--- config.mk ---
export PLATFORM = sky130hd
export DESIGN_NAME = sliding_window_char_count_filter
export DESIGN_NICKNAME = d
export VERILOG_FILES = /design/src/rtl/swcf_pkg.sv /design/src/rtl/sliding_window_char_count_filter.sv /design/src/rtl/swcf_ram.sv /design/src/rtl/swcf_cfg.sv /design/src/rtl/swcf_lanes.sv
export SDC_FILE = /design/constraint.sdc
export NUM_CORES = 2
export LEC_CHECK = 0
export ABC_CLOCK_PERIOD_IN_PS = 10800
export BUFFER_PORTS_ARGS = -buffer_cell sky130_fd_sc_hd__clkbuf_2
export CELL_PAD_IN_SITES_DETAIL_PLACEMENT = 1
export CELL_PAD_IN_SITES_GLOBAL_PLACEMENT = 2
export CORE_MARGIN = 2
export CORE_UTILIZATION = 47
export DETAILED_ROUTE_END_ITERATION = 7
export PLACE_DENSITY_LB_ADDON = 0.1
export SLEW_MARGIN = 10
export SYNTH_ARGS = -nofsm -noshare
export SYNTH_HDL_FRONTEND = slang
export SYNTH_HIERARCHICAL = 1
export SYNTH_SLANG_ARGS = --single-unit
--- constraint.sdc ---
create_clock -name clk -period 10.8 [get_ports clk]
set_clock_uncertainty 0.05 [all_clocks]
set_input_delay 0.54 -clock clk [delete_from_list [all_inputs] [get_ports clk]]
set_output_delay 0.54 -clock clk [all_outputs]
set_load 0.005 [all_outputs]
--- src/rtl/swcf_pkg.sv ---
package swcf_pkg;

	localparam int WINDOW_MAX_DEF  = 128;
	localparam int PROFILE_MAX_DEF = 8;

	// Configuration register indexes, each register on an 8-byte boundary.
	typedef enum logic [1:0] {
		REG_WINDOW_LENGTH    = 2'd0,
		REG_PROFILE_ENTRIES  = 2'd1,
		REG_PROFILE_CHARS    = 2'd2,
		REG_PROFILE_MINIMUMS = 2'd3
	} reg_idx_t;

	typedef struct packed {
		logic [7:0] data_byte;
		logic       last_byte;
	} in_word_t;

	typedef struct packed {
		logic        found;
		logic [31:0] position;
	} out_word_t;

	typedef struct packed {
		logic [7:0]  window_length;
		logic [3:0]  profile_entries;
		logic [63:0] profile_chars;
		logic [63:0] profile_minimums;
	} cfg_t;

	// Controls for the counter lanes for one processed byte.
	typedef struct packed {
		logic en;
		logic clr;
		logic leaving;
	} lane_ctl_t;

endpackage

--- src/rtl/sliding_window_char_count_filter.sv ---
// Sliding-window character count filter. Bytes of a string arrive one word per
// cycle on the input channel unless stalled, with last_byte set on the final
// byte. The block keeps the most recent window_length bytes in a ring memory and
// one counter per profile character. When the window is full and every active
// counter has reached its minimum, one word with found=1 and the index of the
// window's newest byte comes out, and the rest of the string produces nothing. A
// string without a candidate gives one word with found=0 at its last byte. The
// block accepts one byte per cycle without gaps while the output is not stalled;
// a result passes stage s1 into the output register. The ring memory's
// registered read is issued when a byte is accepted, so that the leaving byte is
// ready in the following cycle, and a byte written in that same cycle is
// forwarded around the memory. The ring needs no clearing pass after reset.
// Registers are written over the APB port at byte address 8*i and should be
// changed only between strings.
module sliding_window_char_count_filter import swcf_pkg::*; #(
	parameter int WINDOW_MAX  = WINDOW_MAX_DEF,
	parameter int PROFILE_MAX = PROFILE_MAX_DEF
) (
	input  logic        clk,
	input  logic        arst_n,
	input  logic        in_valid,
	output logic        in_stall,
	input  in_word_t    in_word,
	output logic        out_valid,
	input  logic        out_stall,
	output out_word_t   out_word,
	input  logic        psel,
	input  logic        penable,
	input  logic        pwrite,
	input  logic [4:0]  paddr,
	input  logic [63:0] pwdata,
	output logic [63:0] prdata,
	output logic        pready
);

	localparam int SW = (WINDOW_MAX > 1) ? $clog2(WINDOW_MAX) : 1;
	localparam logic [8:0] M9 = 9'(WINDOW_MAX);
	localparam logic [SW-1:0] SLOT_LAST = SW'(WINDOW_MAX - 1);

	cfg_t cfg;

	swcf_cfg u_cfg (
		.clk     (clk),
		.arst_n  (arst_n),
		.psel    (psel),
		.penable (penable),
		.pwrite  (pwrite),
		.paddr   (paddr),
		.pwdata  (pwdata),
		.prdata  (prdata),
		.pready  (pready),
		.cfg     (cfg)
	);

	// The window length in use is the register clamped to 1..WINDOW_MAX.
	logic [7:0] w_used;
	always_comb begin
		if (cfg.window_length == 8'd0) begin
			w_used = 8'd1;
		end else if (cfg.window_length > 8'(WINDOW_MAX)) begin
			w_used = 8'(WINDOW_MAX);
		end else begin
			w_used = cfg.window_length;
		end
	end

	// Stage s1 holds the accepted word, its ring slot and the forwarding flag.
	logic          valid_s1;
	logic [7:0]    data_s1;
	logic          last_s1;
	logic [SW-1:0] slot_s1;
	logic          fwd_s1;
	logic [7:0]    fwd_byte_s1;

	// Slot that the next accepted byte will take in the ring.
	logic [SW-1:0] slot_q;
	logic [31:0]   byte_index_q;
	logic          cand_q;

	logic          out_valid_q;
	out_word_t     out_word_q;

	logic          out_free;
	logic          adv;
	logic          accept;
	logic          proc;
	logic          ring_we;
	logic [8:0]    rsum;
	logic [SW-1:0] raddr;
	logic [7:0]    rdata;
	logic [7:0]    old_byte;
	logic          leaving;
	logic          full;
	logic          ok;
	logic          hit;
	logic          produce;
	lane_ctl_t     lane_ctl;

	// The output register is free when empty or when its word is taken now.
	assign out_free = !out_valid_q || !out_stall;
	assign adv      = valid_s1 && out_free;
	assign in_stall = valid_s1 && !out_free;
	assign accept   = in_valid && !in_stall;

	// Once a candidate is reported, the remaining bytes of the string are
	// dropped without touching the ring or the counters.
	assign proc    = !cand_q;
	assign ring_we = adv && proc;

	// Address of the byte that leaves the window when the new byte enters.
	assign rsum  = 9'(slot_q) + M9 - 9'(w_used);
	assign raddr = (rsum >= M9) ? SW'(rsum - M9) : SW'(rsum);

	swcf_ram #(
		.WIDTH (8),
		.DEPTH (WINDOW_MAX)
	) u_ring (
		.clk   (clk),
		.we    (ring_we),
		.waddr (slot_s1),
		.wdata (data_s1),
		.re    (accept),
		.raddr (raddr),
		.rdata (rdata)
	);

	assign old_byte = fwd_s1 ? fwd_byte_s1 : rdata;

	assign leaving = byte_index_q >= {24'd0, w_used};
	assign full    = ({1'b0, byte_index_q} + 33'd1) >= {25'd0, w_used};

	assign lane_ctl.en      = adv && proc;
	assign lane_ctl.clr     = adv && last_s1;
	assign lane_ctl.leaving = leaving;

	swcf_lanes #(
		.PROFILE_MAX (PROFILE_MAX)
	) u_lanes (
		.clk              (clk),
		.arst_n           (arst_n),
		.ctl              (lane_ctl),
		.data_byte        (data_s1),
		.old_byte         (old_byte),
		.profile_chars    (cfg.profile_chars),
		.profile_minimums (cfg.profile_minimums),
		.profile_entries  (cfg.profile_entries),
		.ok               (ok)
	);

	assign hit     = proc && full && ok;
	assign produce = hit || (proc && last_s1);

	// Input side: capture the word and track the ring slot for the string.
	always_ff @(posedge clk or negedge arst_n) begin
		if (!arst_n) begin
			valid_s1 <= 1'b0;
			slot_q   <= '0;
			fwd_s1   <= 1'b0;
		end else begin
			if (accept) begin
				valid_s1 <= 1'b1;
				fwd_s1   <= ring_we && (slot_s1 == raddr);
				if (in_word.last_byte || slot_q == SLOT_LAST) begin
					slot_q <= '0;
				end else begin
					slot_q <= slot_q + SW'(1);
				end
			end else if (adv) begin
				valid_s1 <= 1'b0;
			end
		end
	end

	always_ff @(posedge clk) begin
		if (accept) begin
			data_s1     <= in_word.data_byte;
			last_s1     <= in_word.last_byte;
			slot_s1     <= slot_q;
			fwd_byte_s1 <= data_s1;
		end
	end

	// Per-string state: byte index (saturating) and the reported flag.
	always_ff @(posedge clk or negedge arst_n) begin
		if (!arst_n) begin
			byte_index_q <= 32'd0;
			cand_q       <= 1'b0;
		end else if (adv) begin
			if (last_s1) begin
				byte_index_q <= 32'd0;
				cand_q       <= 1'b0;
			end else if (proc) begin
				if (byte_index_q != 32'hFFFF_FFFF) begin
					byte_index_q <= byte_index_q + 32'd1;
				end
				cand_q <= hit;
			end
		end
	end

	// Output register: a word stays until the receiver takes it.
	always_ff @(posedge clk or negedge arst_n) begin
		if (!arst_n) begin
			out_valid_q <= 1'b0;
		end else if (adv && produce) begin
			out_valid_q <= 1'b1;
		end else if (!out_stall) begin
			out_valid_q <= 1'b0;
		end
	end

	always_ff @(posedge clk) begin
		if (adv && produce) begin
			out_word_q.found    <= hit;
			out_word_q.position <= hit ? byte_index_q : 32'd0;
		end
	end

	assign out_valid = out_valid_q;
	assign out_word  = out_word_q;

endmodule

--- src/rtl/swcf_ram.sv ---
module swcf_ram #(
	parameter int WIDTH = 8,
	parameter int DEPTH = 128,
	localparam int AW = (DEPTH > 1) ? $clog2(DEPTH) : 1
) (
	input  logic             clk,
	input  logic             we,
	input  logic [AW-1:0]    waddr,
	input  logic [WIDTH-1:0] wdata,
	input  logic             re,
	input  logic [AW-1:0]    raddr,
	output logic [WIDTH-1:0] rdata
);

	logic [WIDTH-1:0] mem [DEPTH];

	always_ff @(posedge clk) begin
		if (we) begin
			mem[waddr] <= wdata;
		end
		if (re) begin
			rdata <= mem[raddr];
		end
	end

endmodule

--- src/rtl/swcf_cfg.sv ---
module swcf_cfg import swcf_pkg::*; (
	input  logic        clk,
	input  logic        arst_n,
	input  logic        psel,
	input  logic        penable,
	input  logic        pwrite,
	input  logic [4:0]  paddr,
	input  logic [63:0] pwdata,
	output logic [63:0] prdata,
	output logic        pready,
	output cfg_t        cfg
);

	cfg_t     cfg_q;
	reg_idx_t idx;

	assign idx    = reg_idx_t'(paddr[4:3]);
	assign pready = 1'b1;
	assign cfg    = cfg_q;

	always_ff @(posedge clk or negedge arst_n) begin
		if (!arst_n) begin
			cfg_q.window_length    <= 8'd1;
			cfg_q.profile_entries  <= 4'd0;
			cfg_q.profile_chars    <= 64'd0;
			cfg_q.profile_minimums <= 64'd0;
		end else if (psel && penable && pwrite) begin
			case (idx)
				REG_WINDOW_LENGTH:    cfg_q.window_length    <= pwdata[7:0];
				REG_PROFILE_ENTRIES:  cfg_q.profile_entries  <= pwdata[3:0];
				REG_PROFILE_CHARS:    cfg_q.profile_chars    <= pwdata;
				REG_PROFILE_MINIMUMS: cfg_q.profile_minimums <= pwdata;
				default: ;
			endcase
		end
	end

	always_comb begin
		case (idx)
			REG_WINDOW_LENGTH:    prdata = {56'd0, cfg_q.window_length};
			REG_PROFILE_ENTRIES:  prdata = {60'd0, cfg_q.profile_entries};
			REG_PROFILE_CHARS:    prdata = cfg_q.profile_chars;
			REG_PROFILE_MINIMUMS: prdata = cfg_q.profile_minimums;
			default:              prdata = 64'd0;
		endcase
	end

endmodule

--- src/rtl/swcf_lanes.sv ---
module swcf_lanes import swcf_pkg::*; #(
	parameter int PROFILE_MAX = PROFILE_MAX_DEF
) (
	input  logic        clk,
	input  logic        arst_n,
	input  lane_ctl_t   ctl,
	input  logic [7:0]  data_byte,
	input  logic [7:0]  old_byte,
	input  logic [63:0] profile_chars,
	input  logic [63:0] profile_minimums,
	input  logic [3:0]  profile_entries,
	output logic        ok
);

	logic [7:0] cnt_q   [PROFILE_MAX];
	logic [7:0] cnt_nxt [PROFILE_MAX];
	logic [3:0] active;

	assign active = (profile_entries > 4'(PROFILE_MAX)) ? 4'(PROFILE_MAX) : profile_entries;

	// Each lane adds the entering byte first, then removes the leaving one.
	always_comb begin
		logic [7:0] c1;
		logic [7:0] ch;
		ok = 1'b1;
		for (int k = 0; k < PROFILE_MAX; k++) begin
			ch = profile_chars[8*k +: 8];
			c1 = cnt_q[k];
			if (data_byte == ch && c1 != 8'hFF) begin
				c1 = c1 + 8'd1;
			end
			if (ctl.leaving && old_byte == ch && c1 != 8'd0) begin
				c1 = c1 - 8'd1;
			end
			cnt_nxt[k] = c1;
			if (4'(k) < active && c1 < profile_minimums[8*k +: 8]) begin
				ok = 1'b0;
			end
		end
	end

	always_ff @(posedge clk or negedge arst_n) begin
		if (!arst_n) begin
			for (int k = 0; k < PROFILE_MAX; k++) begin
				cnt_q[k] <= 8'd0;
			end
		end else if (ctl.clr) begin
			for (int k = 0; k < PROFILE_MAX; k++) begin
				cnt_q[k] <= 8'd0;
			end
		end else if (ctl.en) begin
			cnt_q <= cnt_nxt;
		end
	end

endmodule

Word level (Yosys, flattened, before mapping)
Memory sizes are Yosys's and may differ from the RTL's. A register that Yosys moved wholly into a read port is not among the register bits.
Cells that the tools add are included.
{ "word_totals": {"word_cells": 214, "n_memories": 1, "out_inout_bits": 100, "ff_bits": 304, "in_bits": 85, "ram_bits": 1024} }
{ "memory_table": {"columns": ["memory", "depth", "word_bits", "read_ports", "rd_clocked_by_memory_dff", "wr", "line_no", "text"], "rows": [
  ["u_ring.mem", 128, 8, 1, 1, 1, "swcf_ram.sv:15", "logic [WIDTH-1:0] mem [DEPTH];"]
]} }
{ "classes": {"addsub": 22, "muxes": 44, "reduce_logical": 70, "n_eq_ne": 32, "order_cmp": 21} }
{ "ops": {"columns": ["op", "count"], "rows": [
  ["one-hot mux 64 bit (4 select lines)", 1],
  ["2-to-1 mux 8 bit", 19],
  ["equality test 8 bit", 16],
  ["2-to-1 mux 64 bit", 2],
  ["2-to-1 mux 32 bit", 3],
  ["adder 8 x 1 -> 8 bit, second input constant", 8],
  ["< comparator 8 bit", 8],
  ["!= test 8 bit, second input constant", 8],
  ["nonzero test 8 bit", 8],
  ["subtractor 8 x 1 -> 8 bit, second input constant", 8],
  ["logical AND 1 bit", 44],
  ["adder 32 x 1 -> 33 bit, second input constant", 1],
  ["greater-or-equal comparator 33 x 8 -> 1 bit", 1],
  ["adder 32 x 1 -> 32 bit, second input constant", 1],
  ["greater-or-equal comparator 32 x 8 -> 1 bit", 1],
  ["!= test 32 bit, second input constant", 1],
  ["< comparator 3 x 4 -> 1 bit, first input constant", 4],
  ["2-to-1 mux 1 bit", 16],
  ["2-to-1 mux 7 bit", 2],
  ["adder 7 x 8 -> 9 bit, second input constant", 1],
  ["greater-or-equal comparator 9 x 8 -> 1 bit, second input constant", 1],
  ["subtractor 9 x 8 -> 9 bit", 1],
  ["> comparator 8 bit, second input constant", 1],
  ["logical NOT 8 bit", 1],
  ["18 further kinds", 32]
]} }

Longest topological paths before layout
{ "logic_depth": {"ltp_word": 21, "ltp_mapped": 34, "mapped_depth_nobuf": 32} }

Cells and area by module
The synthesis kept the hierarchy.
{ "by_module_without_submodules": {"columns": ["module", "cells_each", "area_each_um2", "n_inst"], "rows": [
  ["swcf_ram", 1635, 39745.6, 1],
  ["swcf_lanes", 1303, 10197.3, 1],
  ["swcf_cfg", 441, 6717.7, 1],
  ["sliding_window_char_count_filter", 552, 5680.4, 1]
]} }

Worst setup path before layout
Ideal clock, no wire load.
{ "synth_timing": {"kind": "reg-to-reg", "startpoint": "reg data_s1[5]", "endpoint": "reg out_word_q, in the netlist out_word[0] (enable)", "required_time_ns": 10.355, "path_buffers": 3, "arrival_time_ns": 8.356, "stages_incl_launch_ff": 28, "path_slack_ns": 1.999, "path_cell_list": "edfxtp_1 > buf_2 > xnor2_1 > nand4_1 > nor3_1 > clkbuf_1 > mux2i_1 > ha_1 > nor2b_1 > and2_1 > a311o_1 > and3_1 > clkbuf_1 > o21ba_2 > nor4_1 > xnor2_1 > ha_1 > a211oi_1 > a221oi_1 > o22ai_1 > or4_1 > a211o_1 > a221o_1 > a211oi_1 > and4b_1 > nand2_1 > a21oi_1 > nand2b_1"} }
{ "synth_between": {"elab_chain_cells": 19} }
{ "synth_lines": {"columns": ["item", "line_no", "text"], "rows": [
  ["start: declaration", "sliding_window_char_count_filter.sv:69", "logic [7:0] data_s1;"],
  ["start signal: assignment", "sliding_window_char_count_filter.sv:176", "data_s1 <= in_word.data_byte;"],
  ["parallel branches: the longest is 15 deep, another holds subtractor 8 x 1 -> 8 bit", null, null],
  ["2-to-1 mux 1 bit *", "swcf_lanes.sv:36", "if (4'(k) < active && c1 < profile_minimums[8*k +: 8]) begin"],
  ["named net ok", "sliding_window_char_count_filter.sv:94", "logic ok;"],
  ["logical AND 1 bit *", "sliding_window_char_count_filter.sv:150", "assign hit = proc && full && ok;"],
  ["logical OR 1 bit *", "sliding_window_char_count_filter.sv:151", "assign produce = hit || (proc && last_s1);"],
  ["logical AND 1 bit *", "sliding_window_char_count_filter.sv:213", "if (adv && produce) begin"],
  ["end: declaration", "sliding_window_char_count_filter.sv:81", "out_word_t out_word_q;"]
]} }
Mark *: on every way through the listed nets, which the timed path passes.
A chain may end at the register's enable or synchronous reset.

==> impl_results.md <==
- Status: finished clean
- Die extent in x: about 370 microns
- Worst Max-Slew Pin Slew: 1140 ps
- Reg2Reg Launch Point: u_cfg/cfg[136]
- WP data arrival: around 9000 ps
- Leak Pwr: about 25 nW
- Num CTS Buffers: 147
- Netlist cell types: around 100
- Max-slew headroom: 0.239
- Setup violators final: 0
- H-tree levels: 4
- Critical Path RT: about 11,000 ps
- Vias per cell: around 6
- HP Class: primary input to register
- Row cnt: 133
- CP Launch Point: u_cfg/cfg[136]
- Async SR Flop Fraction: 0.185
- Synth Instances: slightly below 4,000
- Root Driver: clkbuf_16
- RSZ-0062 raised after global routing: false
- DIE AREA: 136,000 sq um
- Min Tclk post-route: approximately 8600 ps
- Area growth syn-to-layout: 12.9%
- VDD IR max: around 0.00028 V
- Max cap viols: 0
- Sinks on Clock Net: between 1,000 and 1,500
- Wirelength per Cell: between 20 and 30 microns
- Slowest cell on the critical path: nor4_1
- Post-DRT Antenna Nets: 0
- Syn Area/Cell: 15.9 sq um
- RR Endpoint: out_word[3]
- Hold_ws: about 48 ps
- # DRC: 0
- Hold Path Origin: pwdata[52]
- Max Clock Freq: 116 MHz
- Hpwl dp: approximately 110,000 microns
- Power per cell area: about 220 nW/um^2
- Number of flops mapped to enable cells by yosys: about 1,100
- Main synth FF type: edfxtp_1
- Worst Setup Path Type: register to register
- Sequential element share of the synthesized area: 0.624
- Via count: about 36,000
- Max FO, Critical Path: 26
- Combinational power share: 0.308
- Pint: approximately 11 mW
- Vias in the first global route: around 37,000
- Final wirelength: between 150,000 and 200,000 microns
- GPL Wtd Cong: ~0.85
- Sequential power share: 0.382
- Layout cells sized above 1: 0.236
- Clk slew on worst S/H paths: ~60 ps
- 1st-pass router iterations: 5
- Clock share of power: 0.310
- Fin nets: around 4,400
- Max clock buf depth: 3
- Fin crit share: 0.797
- Worst setup EP type: register
- Crit path top cell by count: a21o_1
- Warnings, synthesis: 6
- Sw Share: 0.313
- Mapped Area: 62,300 sq um
- Startpoint type of the worst setup path: register
- Final Hold Viols: 0
- TritonCTS clock tree: yes
- Setup tns final: 0 ps
- IO Port Bufs: 180
- Crit path buf inv count: 2
- IO Pins: between 150 and 200
- Initial antenna violation count: 6
- Core ar.: ~130,000 sq um
- Critical Path Max Stage Delay: around 580 ps
- Total track usage: 0.249
- Largest net degree at the start of global routing: 150
- Setup Buffers After CTS: 0
- Grt total ovfl: 0
- Clock insertion delay at the later pin of the skew report: about 800 ps
- DRT iter0 DRCs: around 2,700
- Diode count: 0
- Vert. Die Dim: 368 microns
- Final Max Slew Viols: 0
- Syn Nets: slightly above 4,000
- Cell family with most CP delay: simple AND/OR/NAND/NOR gates
- First-pass GRT wire length: 251,000 microns
- R2R setup slack: roughly 2200 ps
- Worst Hold Depth: 2
- Starting density of the core: 0.474
- Worst R2R Path Depth: 32
- Net Sw Power: approximately 5.0 mW
- Hold endpoint: u_cfg/cfg[116]
- Register bit total from synthesis: between 1,000 and 1,500
cell type report:
class / count / area, sq um
Inverter: 97 / 374
Clock buffer: 186 / 3910
Timing Repair Buffer: 322 / 2220
Clock inverter: 77 / 788
Fill cell: 12337 / 61300
Multi-Input combinational cell: 2270 / 22000
Sequential cell: 1336 / 38900
Tap cell: 1755 / 2200
power by group through the flow:
stage	clock network, mW	logic (mW)	registers (mW)
after floorplan	0	3.28	6.08
after global placement	0	4.86	6.14
final	4.91	4.87	6.04
after global routing	5.21	5.17	6.07
after detailed placement	0	4.91	6.15
after CTS	5.03	4.95	6.05
synthesized netlist by cell type (all sizes together) (34+ instances only):
cell type / n / area [sq um]
o21ai: 91 / 459
and2: 55 / 344
nor4: 44 / 364
mux2i: 117 / 1180
ha: 100 / 1250
mux2: 171 / 2150
mux4: 340 / 7660
buf: 107 / 712
dfrtp: 246 / 6160
edfxtp: 1089 / 32700
xor2: 117 / 1020
inv: 97 / 364
nand3: 92 / 473
nor3: 49 / 245
clkbuf: 121 / 454
nand2: 138 / 521
xnor2: 138 / 1210
nor2b: 77 / 482
nor2: 270 / 1020
nand4: 67 / 438
and3: 34 / 218
a21oi: 49 / 249
layout by cell type, fill, tap and decap left out, types with 14 or more instances in the layout:
cell,count
a21oi_1,47
mux2i_1,115
and2_1,55
o21ai_1,42
mux4_2,340
buf_4,65
a21o_1,30
and4_1,15
clkbuf_16,149
xor2_1,115
clkbuf_1,33
nor4_1,34
a211oi_1,14
dfrtp_1,246
clkinv_1,29
clkbuf_2,178
a31oi_1,18
o31ai_1,23
nor2_1,268
nand4_1,64
clkinv_2,19
xnor2_1,137
ha_1,100
and3_1,32
nor3_1,49
dlygate4sd3_1,73
inv_1,95
o21ai_0,47
mux2_2,98
nand2_1,137
nand3_1,89
edfxtp_1,1089
nand2b_1,23
or3_1,20
nor2b_1,77
mux2_4,61
what timing repair did:
action / CTS / global route
resized for setup: 0 / 0
hold endpoints to repair: 214 / 0
hold buffers: 73 / 0
how the worst max path moves through the flow:
stage | slack [ps] | depth (start not counted) | end
6_report | 2200 | 32 | out_word[3]
5_1_grt | 1550 | 32 | out_word[31]
4_1_cts | 2070 | 32 | out_word[15]
3_5_place_dp | 2130 | 32 | out_word[20]
3_3_place_gp | 2180 | 32 | out_word[16]
2_1_floorplan | 2000 | 27 | out_word[0]
registers in the layout, summed over array words and instances (netlist names):
register	flops
u_ring/mem	1024
u_cfg/cfg	140
u_lanes/cnt_q	64
out_word	33
byte_index_q	32
data_s1	8
fwd_byte_s1	8
u_ring/rdata	8
slot_q	7
slot_s1	7
cand_q	1
fwd_s1	1
last_s1	1
out_valid	1
valid_s1	1
stage by stage:
stage | power [mW] | utilization | worst slack (ps) | area (sq um) | instances
2_1_floorplan | 9.36 | - | 2000 | 62300 | 3931
4_1_cts | 16.0 | 0.535 | 2070 | 70400 | 6043
3_3_place_gp | 11.0 | 0.493 | 2180 | 64900 | 5707
5_1_grt | 16.4 | 0.535 | 1550 | 70400 | 6043
3_5_place_dp | 11.1 | 0.493 | 2130 | 64900 | 5707
6_report | 15.8 | 0.535 | 2200 | 70400 | 6043
worst register-to-register path: cells and delay by family, from the launching register on:
kind / cells / cell delay [ps]
fa+ha+maj: 2 / 520
buf+inv: 2 / 710
simple gates: 12 / 3960
xor+xnor: 1 / 190
compound gates: 15 / 2400
flops: 1 / 420
metal layers:
metal  routed length [microns]  vias up  GRT usage
met3                      8010      243     0.0380
li1                          -    15800          -
met4                      4360        6     0.0733
met2                     80700      873      0.400
met1                     73400    18902      0.351
met5                        46        -          0
cell families after synthesis:
kind of cell | Yosys count | synth area share
xor gates and xnor gates | 256 | 0.0362
and+or+nand+nor | 935 | 0.0792
adders and majority gates | 101 | 0.0204
buffers and inverters | 325 | 0.0245
DFF | 1336 | 0.624
other | 1 | 0.0000602
muxes | 628 | 0.176
AOI/OAI and AO/OA | 349 | 0.0396
No activity file was read; power rests on OpenSTA's default activity.
